==> src/hdl/xsn_pkg.sv <==
package xsn_pkg;

  localparam int DEF_BATCH_WORDS = 128;
  localparam int NIB_PER_WORD    = 16;
  localparam int SHL_A           = 23;
  localparam int SHR_A           = 17;
  localparam int SHR_B           = 26;
  localparam int SEED_SHR        = 30;
  localparam logic [30:0] SEED_MULT = 31'd1812433253;

  localparam int IN_DATA_W  = 136;
  localparam int OUT_DATA_W = 64;

  typedef enum logic [1:0] {
    CMD_WORD   = 2'd0,
    CMD_NIBBLE = 2'd1,
    CMD_SEED   = 2'd2,
    CMD_LOAD   = 2'd3
  } cmd_t;

  typedef enum logic {
    CFG_SEED    = 1'b0,
    CFG_DISCARD = 1'b1
  } cfg_idx_t;

  typedef enum logic [2:0] {
    ST_IDLE,
    ST_SEED,
    ST_DISCARD,
    ST_REFILL,
    ST_POP,
    ST_CHECK
  } state_t;

  typedef struct packed {
    logic [63:0] w0;
    logic [63:0] w1;
    logic [63:0] value;
  } gen_t;

  // one xorshift128+ advance
  function automatic gen_t xs_next(input logic [63:0] s0, input logic [63:0] s1);
    logic [63:0] a;
    gen_t g;
    a = s0 ^ (s0 << SHL_A);
    g.w0 = s1;
    g.w1 = a ^ s1 ^ (a >> SHR_A) ^ (s1 >> SHR_B);
    g.value = g.w1 + s1;
    return g;
  endfunction

endpackage

==> src/hdl/xsn_seed_mul.sv <==
module xsn_seed_mul
  import xsn_pkg::*;
(
  input  logic        clk,
  input  logic        rst_n,
  input  logic        start,
  input  logic [63:0] seed,
  output logic        done,
  output logic [63:0] result
);

  logic [3:0]  v_r;
  logic [63:0] x_r;
  logic [62:0] plo_r;
  logic [31:0] phi_r;
  logic [63:0] res_r;

  always_ff @(posedge clk) begin
    if (!rst_n) begin
      v_r <= '0;
    end else begin
      v_r <= {v_r[2:0], start};
    end
  end

  // 64x31 product split into two 32x31 halves, registered in turn (plo_r, then phi_r), then summed
  always_ff @(posedge clk) begin
    if (start) begin
      x_r <= seed ^ (seed >> SEED_SHR);
    end
    if (v_r[0]) begin
      plo_r <= x_r[31:0] * SEED_MULT;
    end
    if (v_r[1]) begin
      phi_r <= 32'(x_r[63:32] * SEED_MULT);
    end
    if (v_r[2]) begin
      res_r <= {1'b0, plo_r} + {phi_r, 32'b0} + 64'd1;
    end
  end

  assign done   = v_r[3];
  assign result = res_r;

endmodule

==> config.mk <==
export PLATFORM = sky130hd
export DESIGN_NAME = xsn_seed_mul
export DESIGN_NICKNAME = d
export VERILOG_FILES = /design/src/hdl/xsn_pkg.sv /design/src/hdl/xsn_seed_mul.sv
export SDC_FILE = /design/constraint.sdc
export NUM_CORES = 2
export LEC_CHECK = 0
export ABC_CLOCK_PERIOD_IN_PS = 8000
export BUFFER_PORTS_ARGS = -buffer_cell sky130_fd_sc_hd__buf_4
export CAP_MARGIN = 20
export CORE_ASPECT_RATIO = 1.25
export CORE_MARGIN = 1
export CORE_UTILIZATION = 60
export DETAILED_ROUTE_END_ITERATION = 7
export HOLD_SLACK_MARGIN = 0.08
export PLACE_DENSITY = 0.78
export SLEW_MARGIN = 20
export SYNTH_ARGS = -nofsm -noshare
export SYNTH_HDL_FRONTEND = slang
export SYNTH_SLANG_ARGS = --single-unit
==> constraint.sdc <==
create_clock -name clk -period 8 [get_ports clk]
set_clock_uncertainty 0.15 [all_clocks]
set_input_delay 0.4 -clock clk [delete_from_list [all_inputs] [get_ports clk]]
set_output_delay 0.4 -clock clk [all_outputs]
set_load 0.005 [all_outputs]
==> flow_summary.ini <==
[synthesis]
synth_seq_cells = 227
yosys_warnings = 0
synth_cell_type_count = 70
synth.top_cells.by_area = fa_1, ha_1, edfxtp_1, inv_1, xnor2_1
yosys-top-cells-count = inv_1, ha_1, fa_1
synth_async_sr_flop_share_pct = 0
yosysTopAreaCellShare_pct = 28.3
synth_ff_type = edfxtp_1
synth_most_common_cell = inv_1
synth_top_area_cell = fa_1
synth_edf_count = 223
syn_nets = 4127
synth_cells = 2953
yosysSeqAreaShare_pct = 20.8
avgSynthCellArea_sq_um = 11.1
synthesis.area_sq_um = 32600

[place]
port_buffers = 131
finalWeightedCongestion = 1.03
hpwl_um = 77600

[die]
die_h_um = 263
core_area_sq_um = 53700
ios = 132
dieWidth_um = 211
die-area_sq_um = 55300
rows = 95
start_util_pct = 60.7

[clock_network]
cts_root_buffer = clkbuf_16
cts_hold_buf = 57
cts.sinks = 227
cts_setup_buffers = 0
clock_latency_ns = 0.60
ctsResizeCount = 0
cts.path.max_buffers = 3
cts_buffers = 27
cts_tree = built
clkTransAtPathRegs_ns = 0.07
cts_max_level = 1

[routing]
maxUsedRoutingLayer = met5
via_count = 22200
wl_met3_um = 3770
met2_wirelength_um = 46700
drc_errors = 0
drt-met1-wl_um = 35100
via_per_inst = 5.64
drt-initial-drc-count = 1426
first_pass_iters = 6
drt-wirelength-per-cell_um = 22.9
routed_wl_um = 90500
ant_nets = 0

[critical_path]
reg2reg_slack_ns = 0.40
cp-end-kind = register
path_max_fanout = 10
cpPeakStageDelay_ns = 0.65
path_class = register to register
start_kind = register
cpMostUsedCell = fa_1
required_ns = 8.19
path_cells = ha_1 -> inv_1 -> fa_1 -> inv_1 -> fa_1 -> inv_1 -> fa_1 -> inv_1 -> fa_1 -> fa_1 -> fa_1 -> ha_1 -> ha_1 -> and4_1 -> nand3_1 -> or2_0 -> o22ai_1 -> and3_1 -> a21bo_2 -> a31oi_1 -> a21boi_1 -> xnor2_1
worstPathArrival_ns = 7.80
cpMaxStageDelayCell = edfxtp_1

[timing]
setup_viol = 0
min_period_over_period_pct = 95.0
hold_viol_final = 0
worst_slew_margin_rel_pct = 30.0
worstMarginPinSlew_ns = 1.05
slew_violations = 0
whs_ns = 0.105
period_needed_ns = 7.60
fin_tns_setup_ns = 0
fmaxAchievable_mhz = 132
rsz0062_at_grt = false

[layout]
fillers = 4120
nNetsFinal = 4366
utilization_pct = 67.4
drive_gt1_share_pct = 7.47
syn_to_final_growth_pct = 11.0

[global_routing]
grt_antenna_before_repair = 1
grt_max_degree = 66
grt_pass1_vias = 24500
grt_remaining_overflow = 0
grt.total_usage_pct = 33.9
grt_pass1_wl_um = 140000

[flow_run]
maxCapViolCount = 0

[min_path]
hp-class = primary input to register

[outcome]
outcome = complete, no violations
metrics by stage:
step           worst slack (ns)  cells  area (sq um)
2_1_floorplan              1.04   2953         32600
3_3_place_gp              0.523   3831         34800
3_5_place_dp              0.449   3831         34800
4_1_cts                   0.416   3938         36200
5_1_grt                  0.0669   3940         36200
6_report                  0.397   3942         36200
layer usage:
| layer | vias to the layer above | track usage, % |
|---|---|---|
| li1 | 10200 | - |
| met3 | 221 | 3.42 |
| met1 | 11200 | 40.9 |
| met2 | 633 | 60.9 |
| met5 | - | 0 |
| met4 | 2 | 15.1 |
state kept, by name (all words and copies together), names as in the netlist:
signal and cells:
result 64, x_r 64, plo_r 63, phi_r 32
v_r 4
kinds of logic (layout without fill, tap and decap cells):
kind of cell,Yosys count,in the layout,share of synthesized area (%)
AOI/OAI and AO/OA,342,342,6.98
xor gates and xnor gates,212,212,5.69
adders and majority gates,1107,1107,53.1
buffers and inverters,735,995,8.45
DFF,227,227,20.8
muxes,2,2,0.0613
other,0,2,0
and+or+nand+nor,328,328,4.98
cell usage in the layout, fill, tap and decap left out, drive strengths merged, types with 4 or more instances in the layout:
cell type    instances
a211oi              10
nand2               85
xnor2              129
clkbuf              33
nand2b               6
or2                  8
o211ai               5
clkinv               9
o21a                12
nor2b                8
nand3               37
clkinvlp             4
fa                 462
nor4                 9
a31o                 5
nor3                20
ha                 645
dlygate4sd3         59
dfxtp                4
a21o                66
xor2                83
or4                  5
inv                716
a221oi               6
and3                27
or3                  4
buf                172
a211o                4
nor2                69
a21oi              112
o21bai              17
o21ai               50
nand4               28
a21boi               7
and2                15
edfxtp             223
a31oi               14
critical path: cells and delay by family (launching register included):
kind	cells	cell delay (ns)
flip-flops	1	0.65
buffers and inverters	4	0.30
AO/OA/AOI/OAI	4	0.93
AND/OR/NAND/NOR	4	0.81
adder cells (fa/ha/maj)	9	4.37
XOR/XNOR	1	0.14
final cells by class:
| cell class | instances | area [sq um] | share of cell area (%) |
|---|---|---|---|
| multi-input cells | 1991 | 23100 | 63.7 |
| flip-flops and latches | 227 | 6780 | 18.7 |
| inverters | 714 | 2680 | 7.40 |
| repair buffers | 231 | 1880 | 5.19 |
| well taps | 727 | 910 | 2.51 |
| clock buffers | 33 | 708 | 1.95 |
| clock inverters | 17 | 173 | 0.477 |
| diodes | 2 | 5.00 | 0.0138 |
path summary, 6_finish.rpt:
| path | start | end | cells after the start |
|---|---|---|---|
| setup / recovery | x_r[9]$_DFFE_PP_ | plo_r[57]$_DFFE_PP_ | 22 |
| hold reg to reg | phi_r[31]$_DFFE_PP_ | result[63]$_DFFE_PP_ | 1 |
| setup reg to reg | x_r[9]$_DFFE_PP_ | plo_r[57]$_DFFE_PP_ | 22 |
| hold / removal | seed[0] | x_r[0]$_DFFE_PP_ | 2 |
Power is left out: the tool's default activity adds up to more than one toggle a clock period on the data nets, which glitch-free logic cannot reach.
